$ cat src/hdl/msot_pkg.sv
package msot_pkg;

    localparam int SLOT_W   = 3;
    localparam int MILLIS_W = 32;
    localparam int MICROS_W = 64;

    // Broadcast from the request decoder to every slot cell.
    typedef struct packed {
        logic                alloc;
        logic                arm;
        logic                stop;
        logic [SLOT_W-1:0]   sel;
        logic [MILLIS_W-1:0] deadline;
    } cell_ctrl_t;

endpackage

$ cat src/hdl/msot_div.sv
module msot_div
(
    input  logic                          clk,
    input  logic                          rst_n,
    input  logic                          start,
    input  logic [31:0]                   amount,
    input  logic                          wrap,
    output logic                          done,
    output logic [msot_pkg::MILLIS_W-1:0] millis
);
    import msot_pkg::*;

    localparam int AMT_W   = 32;
    localparam int SUB_W   = 10;
    localparam int RECIP_W = 29;
    localparam int SHIFT   = 38;
    localparam int PROD_W  = AMT_W + RECIP_W;
    localparam int QUO_W   = PROD_W - SHIFT;
    localparam int SUM_W   = 12;

    // Rounded-up 2^38 / 1000. The product shifted right by 38 is the exact quotient of
    // every 32-bit amount by 1000.
    localparam logic [RECIP_W-1:0] RECIP = 29'd274877907;
    // 2^64 microseconds are WRAP_MS milliseconds plus 616 microseconds.
    localparam logic [MICROS_W-1:0] WRAP_MS = 64'hFFFF_FFFF_FFFF_FFFF / 64'd1000;
    // The sub-millisecond sum is biased by 1000 so that it never goes negative. A counter
    // wrap takes 616 microseconds away, which leaves a bias of 384.
    localparam logic [SUM_W-1:0] BIAS      = 12'd1000;
    localparam logic [SUM_W-1:0] BIAS_WRAP = 12'd384;

    // Update phases.
    localparam logic [1:0] PH_MUL = 2'd0;
    localparam logic [1:0] PH_REM = 2'd1;
    localparam logic [1:0] PH_SUM = 2'd2;

    logic                busy_reg, busy_next;
    logic [1:0]          phase_reg, phase_next;
    logic [AMT_W-1:0]    amt_reg, amt_next;
    logic                wrap_reg, wrap_next;
    logic [QUO_W-1:0]    quo_reg, quo_next;
    logic [SUB_W-1:0]    rem_reg, rem_next;
    logic [SUB_W-1:0]    sub_reg, sub_next;
    logic [MILLIS_W-1:0] ms_reg, ms_next;

    logic [PROD_W-1:0]   prod;
    logic [SUB_W-1:0]    quo_x1000;
    logic [SUM_W-1:0]    sub_sum;
    logic [MILLIS_W-1:0] ms_base;

    // The millisecond count is kept as whole milliseconds plus the microseconds within
    // the current millisecond. A tick amount is split into whole milliseconds and a
    // remainder, which is folded into the running microseconds with one carry or borrow.
    always_comb
    begin
        prod      = amt_reg * RECIP;
        // The remainder is below 1024, so the low ten bits of the product carry it.
        quo_x1000 = quo_reg[SUB_W-1:0] * SUB_W'(1000);
        sub_sum   = SUM_W'(sub_reg) + SUM_W'(rem_reg) + (wrap_reg ? BIAS_WRAP : BIAS);
        ms_base   = ms_reg + MILLIS_W'(quo_reg) - (wrap_reg ? WRAP_MS[MILLIS_W-1:0] : '0);

        busy_next  = busy_reg;
        phase_next = phase_reg;
        amt_next   = amt_reg;
        wrap_next  = wrap_reg;
        quo_next   = quo_reg;
        rem_next   = rem_reg;
        sub_next   = sub_reg;
        ms_next    = ms_reg;
        if (start)
        begin
            busy_next  = 1'b1;
            phase_next = PH_MUL;
            amt_next   = amount;
            wrap_next  = wrap;
        end
        else if (busy_reg)
        begin
            case (phase_reg)
                PH_MUL:
                begin
                    quo_next   = prod[PROD_W-1:SHIFT];
                    phase_next = PH_REM;
                end
                PH_REM:
                begin
                    rem_next   = amt_reg[SUB_W-1:0] - quo_x1000;
                    phase_next = PH_SUM;
                end
                PH_SUM:
                begin
                    busy_next  = 1'b0;
                    phase_next = PH_MUL;
                    if (sub_sum >= 12'd2000)
                    begin
                        sub_next = SUB_W'(sub_sum - 12'd2000);
                        ms_next  = ms_base + MILLIS_W'(1);
                    end
                    else if (sub_sum >= 12'd1000)
                    begin
                        sub_next = SUB_W'(sub_sum - 12'd1000);
                        ms_next  = ms_base;
                    end
                    else
                    begin
                        sub_next = sub_sum[SUB_W-1:0];
                        ms_next  = ms_base - MILLIS_W'(1);
                    end
                end
                default:
                begin
                    phase_next = PH_MUL;
                end
            endcase
        end
    end

    always_ff @(posedge clk or negedge rst_n)
    begin
        if (!rst_n)
        begin
            busy_reg  <= 1'b0;
            phase_reg <= PH_MUL;
            sub_reg   <= '0;
            ms_reg    <= '0;
        end
        else
        begin
            busy_reg  <= busy_next;
            phase_reg <= phase_next;
            sub_reg   <= sub_next;
            ms_reg    <= ms_next;
        end
    end

    always_ff @(posedge clk)
    begin
        amt_reg  <= amt_next;
        wrap_reg <= wrap_next;
        quo_reg  <= quo_next;
        rem_reg  <= rem_next;
    end

    assign done   = busy_reg && (phase_reg == PH_SUM);
    assign millis = ms_reg;

endmodule

$ cat src/hdl/msot_cell.sv
module msot_cell
#(
    parameter int CELL_IDX = 0
)
(
    input  logic                          clk,
    input  logic                          rst_n,
    input  msot_pkg::cell_ctrl_t          ctrl,
    input  logic [msot_pkg::MILLIS_W-1:0] millis,
    input  logic                          shift,
    input  logic                          take,
    input  logic                          token_in,
    input  logic                          alloc_in,
    output logic                          token_out,
    output logic                          alloc_out,
    output logic                          hit
);
    import msot_pkg::*;

    localparam bit ADDRESSABLE = CELL_IDX < (1 << SLOT_W);

    logic                token_reg, token_next;
    logic                alloc_reg, alloc_next;
    logic                armed_reg, armed_next;
    logic [MILLIS_W-1:0] deadline_reg, deadline_next;
    logic                selected;

    assign selected = ADDRESSABLE && (ctrl.sel == SLOT_W'(CELL_IDX));
    assign hit      = token_reg && alloc_reg && armed_reg && (deadline_reg <= millis);

    always_comb
    begin
        token_next    = shift ? token_in : token_reg;
        // Slots are handed out in order: the first cell not yet taken claims it.
        alloc_next    = alloc_reg || (ctrl.alloc && alloc_in);
        armed_next    = armed_reg;
        deadline_next = deadline_reg;
        if (take && hit)
        begin
            armed_next = 1'b0;
        end
        else if (ctrl.arm && selected)
        begin
            armed_next    = 1'b1;
            deadline_next = ctrl.deadline;
        end
        else if (ctrl.stop && selected)
        begin
            armed_next = 1'b0;
        end
    end

    always_ff @(posedge clk or negedge rst_n)
    begin
        if (!rst_n)
        begin
            token_reg <= 1'b0;
            alloc_reg <= 1'b0;
            armed_reg <= 1'b0;
        end
        else
        begin
            token_reg <= token_next;
            alloc_reg <= alloc_next;
            armed_reg <= armed_next;
        end
    end

    always_ff @(posedge clk)
    begin
        deadline_reg <= deadline_next;
    end

    assign token_out = token_reg;
    assign alloc_out = alloc_reg;

endmodule

$ cat src/hdl/multi_slot_oneshot_timer_top.sv
// Microsecond counter with SLOT_COUNT one-shot timer slots. Each request transfer yields
// zero or more expiry events (kind 1) followed by exactly one reply (kind 0, last 1).
// Allocate, arm, stop and read requests are accepted and applied, then the reply is
// presented. A tick is accepted and added to the counter, then the millisecond unit
// runs its multiply, remainder and sum phases (a reciprocal multiply splits the tick
// amount into whole milliseconds and a remainder, which is then folded into a running
// count of microseconds within the current millisecond), then a scan token walks down
// the row of slot cells, and last the reply is presented. A stalled output holds the
// scan and the reply. The expiry compare is a plain unsigned comparison of the
// deadline against the millisecond count, with no wrap handling.
module multi_slot_oneshot_timer_top
#(
    parameter int SLOT_COUNT = 8
)
(
    input  logic                          clk,
    input  logic                          rst_n,
    input  logic                          in_valid,
    output logic                          in_ready,
    input  logic [2:0]                    req_type,
    input  logic [31:0]                   tick_amount,
    input  logic [msot_pkg::SLOT_W-1:0]   slot_index,
    input  logic [msot_pkg::MILLIS_W-1:0] millis_value,
    output logic                          out_valid,
    input  logic                          out_ready,
    output logic                          kind,
    output logic [msot_pkg::SLOT_W-1:0]   slot,
    output logic                          status,
    output logic [msot_pkg::MICROS_W-1:0] micros_now,
    output logic [msot_pkg::MILLIS_W-1:0] millis_now,
    output logic                          last
);
    import msot_pkg::*;

    localparam int CNT_W = $clog2(SLOT_COUNT + 1);

    // Request codes.
    localparam logic [2:0] REQ_TICK_ONE = 3'd0;
    localparam logic [2:0] REQ_TICK_AMT = 3'd1;
    localparam logic [2:0] REQ_ALLOC    = 3'd2;
    localparam logic [2:0] REQ_ARM_ABS  = 3'd3;
    localparam logic [2:0] REQ_ARM_REL  = 3'd4;
    localparam logic [2:0] REQ_STOP     = 3'd5;

    // Sequencer states.
    localparam logic [1:0] ST_IDLE  = 2'd0;
    localparam logic [1:0] ST_DIV   = 2'd1;
    localparam logic [1:0] ST_SCAN  = 2'd2;
    localparam logic [1:0] ST_REPLY = 2'd3;

    logic [1:0]          state_reg, state_next;
    logic [MICROS_W-1:0] micro_reg, micro_next;
    logic [CNT_W-1:0]    alloc_cnt_reg, alloc_cnt_next;
    logic [SLOT_W-1:0]   rep_slot_reg, rep_slot_next;
    logic                rep_status_reg, rep_status_next;

    logic                out_valid_reg, out_valid_next;
    logic                kind_reg, kind_next;
    logic [SLOT_W-1:0]   slot_reg, slot_next;
    logic                status_reg, status_next;
    logic [MICROS_W-1:0] micros_reg, micros_next;
    logic [MILLIS_W-1:0] millis_reg, millis_next;
    logic                last_reg, last_next;

    logic                accept;
    logic                is_tick;
    logic                adv;
    logic                scanning;
    logic [31:0]         tick_amt;
    logic                micro_carry;
    logic [MICROS_W-1:0] micro_sum;
    logic                div_done;
    logic [MILLIS_W-1:0] millis_cur;
    cell_ctrl_t          ctrl;

    logic [SLOT_COUNT-1:0] token_vec;
    logic [SLOT_COUNT-1:0] alloc_vec;
    logic [SLOT_COUNT-1:0] hit_vec;
    logic                  any_hit;
    logic [SLOT_W-1:0]     ev_slot;

    // Requests are taken only between requests; the output register still lets the
    // previous reply wait for the consumer while the next request is accepted.
    assign in_ready = (state_reg == ST_IDLE);
    assign accept   = in_valid && in_ready;
    assign is_tick  = (req_type == REQ_TICK_ONE) || (req_type == REQ_TICK_AMT);

    // The output register can take a new result when it is empty or being drained.
    assign adv      = !out_valid_reg || out_ready;
    assign scanning = (state_reg == ST_SCAN);

    // The carry out of the counter tells the millisecond unit that the counter wrapped.
    assign tick_amt = (req_type == REQ_TICK_ONE) ? 32'd1 : tick_amount;
    assign {micro_carry, micro_sum} = {1'b0, micro_reg} + {33'd0, tick_amt};

    // The millisecond count is brought up to date after every tick and held until the
    // next one, so it always matches the counter outside of a tick.
    msot_div u_div
    (
        .clk    (clk),
        .rst_n  (rst_n),
        .start  (accept && is_tick),
        .amount (tick_amt),
        .wrap   (micro_carry),
        .done   (div_done),
        .millis (millis_cur)
    );

    // Broadcast of allocate, arm and stop to the slot cells.
    always_comb
    begin
        ctrl.alloc    = accept && (req_type == REQ_ALLOC) &&
                        (alloc_cnt_reg != CNT_W'(SLOT_COUNT));
        ctrl.arm      = accept && ((req_type == REQ_ARM_ABS) || (req_type == REQ_ARM_REL));
        ctrl.stop     = accept && (req_type == REQ_STOP);
        ctrl.sel      = slot_index;
        ctrl.deadline = (req_type == REQ_ARM_REL) ? (millis_cur + millis_value)
                                                  : millis_value;
    end

    // Row of slot cells. The scan token enters cell 0 when the millisecond unit finishes
    // and moves one cell per cycle whenever the output register can take a result, so
    // expiry events leave in slot order and a stalled consumer simply holds the scan.
    for (genvar i = 0; i < SLOT_COUNT; i++)
    begin : g_cell
        logic token_in;
        logic alloc_in;
        if (i == 0)
        begin : g_head
            assign token_in = div_done;
            assign alloc_in = 1'b1;
        end
        else
        begin : g_link
            assign token_in = token_vec[i-1];
            assign alloc_in = alloc_vec[i-1];
        end
        msot_cell #(.CELL_IDX(i)) u_cell
        (
            .clk       (clk),
            .rst_n     (rst_n),
            .ctrl      (ctrl),
            .millis    (millis_cur),
            .shift     (div_done || (scanning && adv)),
            .take      (scanning && adv),
            .token_in  (token_in),
            .alloc_in  (alloc_in),
            .token_out (token_vec[i]),
            .alloc_out (alloc_vec[i]),
            .hit       (hit_vec[i])
        );
    end

    // Only the cell holding the token can report a hit, so an OR of indexes suffices.
    always_comb
    begin
        ev_slot = '0;
        for (int i = 0; i < SLOT_COUNT; i++)
        begin
            if (hit_vec[i])
            begin
                ev_slot = ev_slot | SLOT_W'(i);
            end
        end
    end
    assign any_hit = |hit_vec;

    // Request sequencer.
    always_comb
    begin
        state_next      = state_reg;
        micro_next      = micro_reg;
        alloc_cnt_next  = alloc_cnt_reg;
        rep_slot_next   = rep_slot_reg;
        rep_status_next = rep_status_reg;
        case (state_reg)
            ST_IDLE:
            begin
                if (accept)
                begin
                    rep_slot_next   = '0;
                    rep_status_next = 1'b0;
                    if (is_tick)
                    begin
                        micro_next = micro_sum;
                        state_next = ST_DIV;
                    end
                    else
                    begin
                        if (req_type == REQ_ALLOC)
                        begin
                            if (alloc_cnt_reg == CNT_W'(SLOT_COUNT))
                            begin
                                rep_status_next = 1'b1;
                            end
                            else
                            begin
                                rep_slot_next  = SLOT_W'(alloc_cnt_reg);
                                alloc_cnt_next = alloc_cnt_reg + CNT_W'(1);
                            end
                        end
                        state_next = ST_REPLY;
                    end
                end
            end
            ST_DIV:
            begin
                if (div_done)
                begin
                    state_next = ST_SCAN;
                end
            end
            ST_SCAN:
            begin
                if (adv && token_vec[SLOT_COUNT-1])
                begin
                    state_next = ST_REPLY;
                end
            end
            ST_REPLY:
            begin
                if (adv)
                begin
                    state_next = ST_IDLE;
                end
            end
            default:
            begin
                state_next = ST_IDLE;
            end
        endcase
    end

    // Output register: expiry events during the scan, then the reply.
    always_comb
    begin
        out_valid_next = out_valid_reg;
        kind_next      = kind_reg;
        slot_next      = slot_reg;
        status_next    = status_reg;
        micros_next    = micros_reg;
        millis_next    = millis_reg;
        last_next      = last_reg;
        if (scanning && adv && any_hit)
        begin
            out_valid_next = 1'b1;
            kind_next      = 1'b1;
            slot_next      = ev_slot;
            status_next    = 1'b0;
            micros_next    = micro_reg;
            millis_next    = millis_cur;
            last_next      = 1'b0;
        end
        else if ((state_reg == ST_REPLY) && adv)
        begin
            out_valid_next = 1'b1;
            kind_next      = 1'b0;
            slot_next      = rep_slot_reg;
            status_next    = rep_status_reg;
            micros_next    = micro_reg;
            millis_next    = millis_cur;
            last_next      = 1'b1;
        end
        else if (out_ready)
        begin
            out_valid_next = 1'b0;
        end
    end

    always_ff @(posedge clk or negedge rst_n)
    begin
        if (!rst_n)
        begin
            state_reg     <= ST_IDLE;
            micro_reg     <= '0;
            alloc_cnt_reg <= '0;
            out_valid_reg <= 1'b0;
        end
        else
        begin
            state_reg     <= state_next;
            micro_reg     <= micro_next;
            alloc_cnt_reg <= alloc_cnt_next;
            out_valid_reg <= out_valid_next;
        end
    end

    always_ff @(posedge clk)
    begin
        rep_slot_reg   <= rep_slot_next;
        rep_status_reg <= rep_status_next;
        kind_reg       <= kind_next;
        slot_reg       <= slot_next;
        status_reg     <= status_next;
        micros_reg     <= micros_next;
        millis_reg     <= millis_next;
        last_reg       <= last_next;
    end

    assign out_valid  = out_valid_reg;
    assign kind       = kind_reg;
    assign slot       = slot_reg;
    assign status     = status_reg;
    assign micros_now = micros_reg;
    assign millis_now = millis_reg;
    assign last       = last_reg;

endmodule
$ cat config.mk
export PLATFORM = sky130hd
export DESIGN_NAME = multi_slot_oneshot_timer_top
export DESIGN_NICKNAME = d
export VERILOG_FILES = /design/src/hdl/msot_pkg.sv /design/src/hdl/msot_div.sv /design/src/hdl/msot_cell.sv /design/src/hdl/multi_slot_oneshot_timer_top.sv
export SDC_FILE = /design/constraint.sdc
export NUM_CORES = 2
export LEC_CHECK = 0
export ABC_CLOCK_PERIOD_IN_PS = 20400
export BUFFER_PORTS_ARGS = -buffer_cell sky130_fd_sc_hd__buf_4
export CAP_MARGIN = 0
export CORE_UTILIZATION = 60
export DETAILED_ROUTE_END_ITERATION = 8
export GPL_TIMING_DRIVEN = 1
export PLACE_DENSITY = 0.78
export REMOVE_ABC_BUFFERS = 1
export SLEW_MARGIN = 10
export SYNTH_ARGS = -nofsm -noshare
export SYNTH_HDL_FRONTEND = slang
export SYNTH_SLANG_ARGS = --single-unit
$ cat constraint.sdc
create_clock -name clk -period 20.4 [get_ports clk]
set_input_delay 5.1 -clock clk [delete_from_list [all_inputs] [get_ports clk]]
set_output_delay 5.1 -clock clk [all_outputs]
set_load 0.02 [all_outputs]
==> results.cfg <==
[outcome]
status = complete, no violations

[placed_design]
place.detailed.hpwl_um = 91500
port_buffers = 177
detailedPlace.worstSlack_ns = 10.31
routabilityCongestion = 0.956

[sta]
final-setup-viol-count = 0
timing.final.crit_period_ns = 9.58
worst_clock_skew_ns = 0.0440
max_freq_mhz = 104
slew-limit-headroom_pct = 16.4
timing.final.ws_setup_ns = 10.82
timing.final.crit_share_pct = 47.0
report.final.slew_viol_count = 0
worst_pin_slew_ns = 1.24
finalHoldViolCount = 0
grt_setup_unrepaired = no
setup_tns_ns = 0

[synth]
synth.largest_area_cell = sky130_fd_sc_hd__edfxtp_1
yosys_register_bits = 568
warnings_from_yosys = 0
ys_async_sr_fraction_pct = 24.6
yosys.cell_count.top_type = sky130_fd_sc_hd__ha_1
synth_enable_flop_cells = 425
synthesized_area_um2 = 47300
post_synth_main_area_contributors = sky130_fd_sc_hd__edfxtp_1 27%, sky130_fd_sc_hd__ha_1 21%, sky130_fd_sc_hd__fa_1 14%
ys_seq_area_share_pct = 34.5
post_synth.cell_area_avg_um2 = 10.9
postSynthCellCount = 4361
netlist.area_leader.share_pct = 27.0
synth.top_cells.by_count = 799 x sky130_fd_sc_hd__ha_1, 726 x sky130_fd_sc_hd__inv_1, 425 x sky130_fd_sc_hd__edfxtp_1, 324 x sky130_fd_sc_hd__fa_1, 230 x sky130_fd_sc_hd__nand2_1
ys_types = 97
synth_ff_type = sky130_fd_sc_hd__edfxtp_1

[grt]
first_pass_grt_wire_length_um = 183000
antenna_found_initial = 0
grt_max_degree = 81
grt-ovfl-total = 0
gr-usage-all-layers_pct = 29.7
first_global_vias = 34200

[clocking]
cts.hold.buffers_added = 0
cts_buffer_depth = 3
clkSlewWorstSetupHoldPaths_ns = 0.06
cts_resized = 0
cts_tree = built
ctsHtreeMaxLevel = 2
clock_tree.root_cell = sky130_fd_sc_hd__clkbuf_16
worst_skew_pair.late_latency_ns = 0.66
tritoncts.num_buffers = 59
post-cts-setup-buffer-count = 0
clock_sinks = 568

[setup_path]
worst_ep_required_time_ns = 20.97
timing.critical_path.cells = buf_4 -> nor3_2 -> buf_4 -> or2_2 -> ha_1 -> inv_1 -> fa_1 -> nor2b_1 -> o21ai_0 -> a21boi_0 -> o21a_1 -> o21ai_0 -> a31oi_1 -> a21oi_1 -> o21ai_0 -> and2_1 -> o2111ai_1 -> nor4_1 -> xor2_1
slowest_delay_ns = 0.55
timing_worst_setup_path_type = in -> reg
startpoint_type = primary input
slowest_library_cell_on_the_worst_path = sky130_fd_sc_hd__a31oi_1
worstPathMaxFanout = 32
timing.critical_path.arrival_ns = 10.15
critical_path_buffers_and_inverters = 3
crit_top_cell = sky130_fd_sc_hd__o21ai_0
critical_path.endpoint_type = flop
cpLargestDelayFamily = compound AO/OA/AOI/OAI gates

[detailed_routing]
drtIter0Drc = 2400
routed_wire_length_per_instance_um = 20.7
route.detailed.vias_per_inst = 5.88
antenna_violation_net_count_after_detailed_routing = 0
drt_drc_violations_left = 0
first_pass_iters = 6
vias = 33300
wirelength_um = 117000

[layout]
num-nets-final = 5765
largest_register_ff_count = 256
area_delta_synth_final_pct = 10.0
fillerInstances = 5785
fraction_of_layout_instances_using_a_drive_strength_above_1_pct = 7.90

[hold_path]
holdCritPathClass = reg -> reg

[die]
die_x_um = 283
die_h_um = 283
design.die.area_um2 = 80000
num_rows = 102
floorplan.initialDensity_pct = 60.9
io-pin-count = 178
total_core_area_um2 = 77700

[job]
cap_violations = 0
-- worst paths after layout --
check                                   from                    endpoint  slack (ns)  cells past startpoint
min in group asynchronous              rst_n  g_cell[0].u_cell.armed_reg        4.48                      1
hold / removal                          kind                        kind        0.45                      2
setup / recovery                 req_type[2]               micro_reg[58]       10.82                     19
setup reg to reg           u_div.amt_reg[10]           u_div.quo_reg[22]       11.49                     25
max in group asynchronous              rst_n                micro_reg[1]       14.46                      2
hold reg to reg                         kind                        kind        0.45                      2
-- worst register-to-register path, cell delays in order (launching register included) --
cell and delay (ns):
sky130_fd_sc_hd__edfxtp_1 0.91, sky130_fd_sc_hd__ha_1 0.42, sky130_fd_sc_hd__fa_1 0.47, sky130_fd_sc_hd__fa_1 0.55, sky130_fd_sc_hd__inv_1 0.05, sky130_fd_sc_hd__fa_1 0.49
sky130_fd_sc_hd__inv_1 0.05, sky130_fd_sc_hd__fa_1 0.51, sky130_fd_sc_hd__fa_1 0.44, sky130_fd_sc_hd__fa_1 0.54, sky130_fd_sc_hd__inv_1 0.06, sky130_fd_sc_hd__fa_1 0.50
sky130_fd_sc_hd__inv_1 0.04, sky130_fd_sc_hd__ha_1 0.32, sky130_fd_sc_hd__and3_1 0.24, sky130_fd_sc_hd__nand2_1 0.08, sky130_fd_sc_hd__nor3_1 0.04, sky130_fd_sc_hd__a221o_1 0.36
sky130_fd_sc_hd__a211oi_1 0.28, sky130_fd_sc_hd__o2111ai_1 0.23, sky130_fd_sc_hd__a31oi_1 0.42, sky130_fd_sc_hd__o21ai_1 0.26, sky130_fd_sc_hd__a21oi_1 0.49, sky130_fd_sc_hd__nor3_1 0.19
sky130_fd_sc_hd__o311a_1 0.37, sky130_fd_sc_hd__or3_1 0.35
-- metal layers --
metal	part of all wire (%)	vias up	GRT usage, %
met5	0	-	0
met4	5.1	0	14.2
met3	6.0	302	3.56
met2	48	1107	50.3
met1	41	16200	38.0
li1	-	15700	-
-- through the flow --
step	std cells	instance area, µm²	hold WS (ns)	utilization, %
after floorplan	4310	47100	0.425	-
after detailed placement	5547	50000	0.446	64.3
after global placement	5547	50000	0.430	64.3
after CTS	5658	52100	0.456	67.0
final	5659	52100	0.455	67.0
after global routing	5658	52100	0.473	67.0
-- layout make-up --
class | count | area (µm²) | area share (%)
Sequential cell | 568 | 16300 | 31.4
Clock inverter | 36 | 375 | 0.721
Timing Repair Buffer | 197 | 1480 | 2.85
Clock buffer | 75 | 1670 | 3.20
Multi-Input combinational cell | 3016 | 28200 | 54.1
Inverter | 726 | 2730 | 5.23
Tap cell | 1040 | 1300 | 2.50
Antenna cell | 1 | 2.50 | 0.00481
-- kinds of logic after synthesis --
family / share of synthesized area (%)
fa+ha+maj: 34.8
simple gates: 9.25
compound gates: 11.4
buf+inv: 6.17
flops: 34.5
xor+xnor: 3.40
mux: 0.481
-- layout by cell type (no fill, tap or decap), types with 10 or more instances in the layout --
cell	count
sky130_fd_sc_hd__a211oi_1	24
sky130_fd_sc_hd__a21o_1	159
sky130_fd_sc_hd__a21oi_1	195
sky130_fd_sc_hd__a31oi_1	27
sky130_fd_sc_hd__and2_1	21
sky130_fd_sc_hd__and3_1	30
sky130_fd_sc_hd__buf_4	196
sky130_fd_sc_hd__clkbuf_16	60
sky130_fd_sc_hd__clkbuf_8	11
sky130_fd_sc_hd__clkinv_2	12
sky130_fd_sc_hd__dfrtp_1	140
sky130_fd_sc_hd__edfxtp_1	425
sky130_fd_sc_hd__fa_1	324
sky130_fd_sc_hd__ha_1	799
sky130_fd_sc_hd__inv_1	725
sky130_fd_sc_hd__mux2_2	14
sky130_fd_sc_hd__nand2_1	227
sky130_fd_sc_hd__nand2b_1	36
sky130_fd_sc_hd__nand3_1	68
sky130_fd_sc_hd__nand4_1	78
sky130_fd_sc_hd__nor2_1	145
sky130_fd_sc_hd__nor2b_1	82
sky130_fd_sc_hd__nor3_1	54
sky130_fd_sc_hd__nor4_1	21
sky130_fd_sc_hd__o211ai_1	23
sky130_fd_sc_hd__o21a_1	47
sky130_fd_sc_hd__o21ai_0	197
sky130_fd_sc_hd__o21ai_1	21
sky130_fd_sc_hd__o21bai_1	21
sky130_fd_sc_hd__o31ai_1	15
sky130_fd_sc_hd__or2_2	10
sky130_fd_sc_hd__or3_1	15
sky130_fd_sc_hd__xnor2_1	111
sky130_fd_sc_hd__xor2_1	68
Power is not shown: default switching activity piles up to over one toggle a cycle in this logic, so the estimate is an artifact.
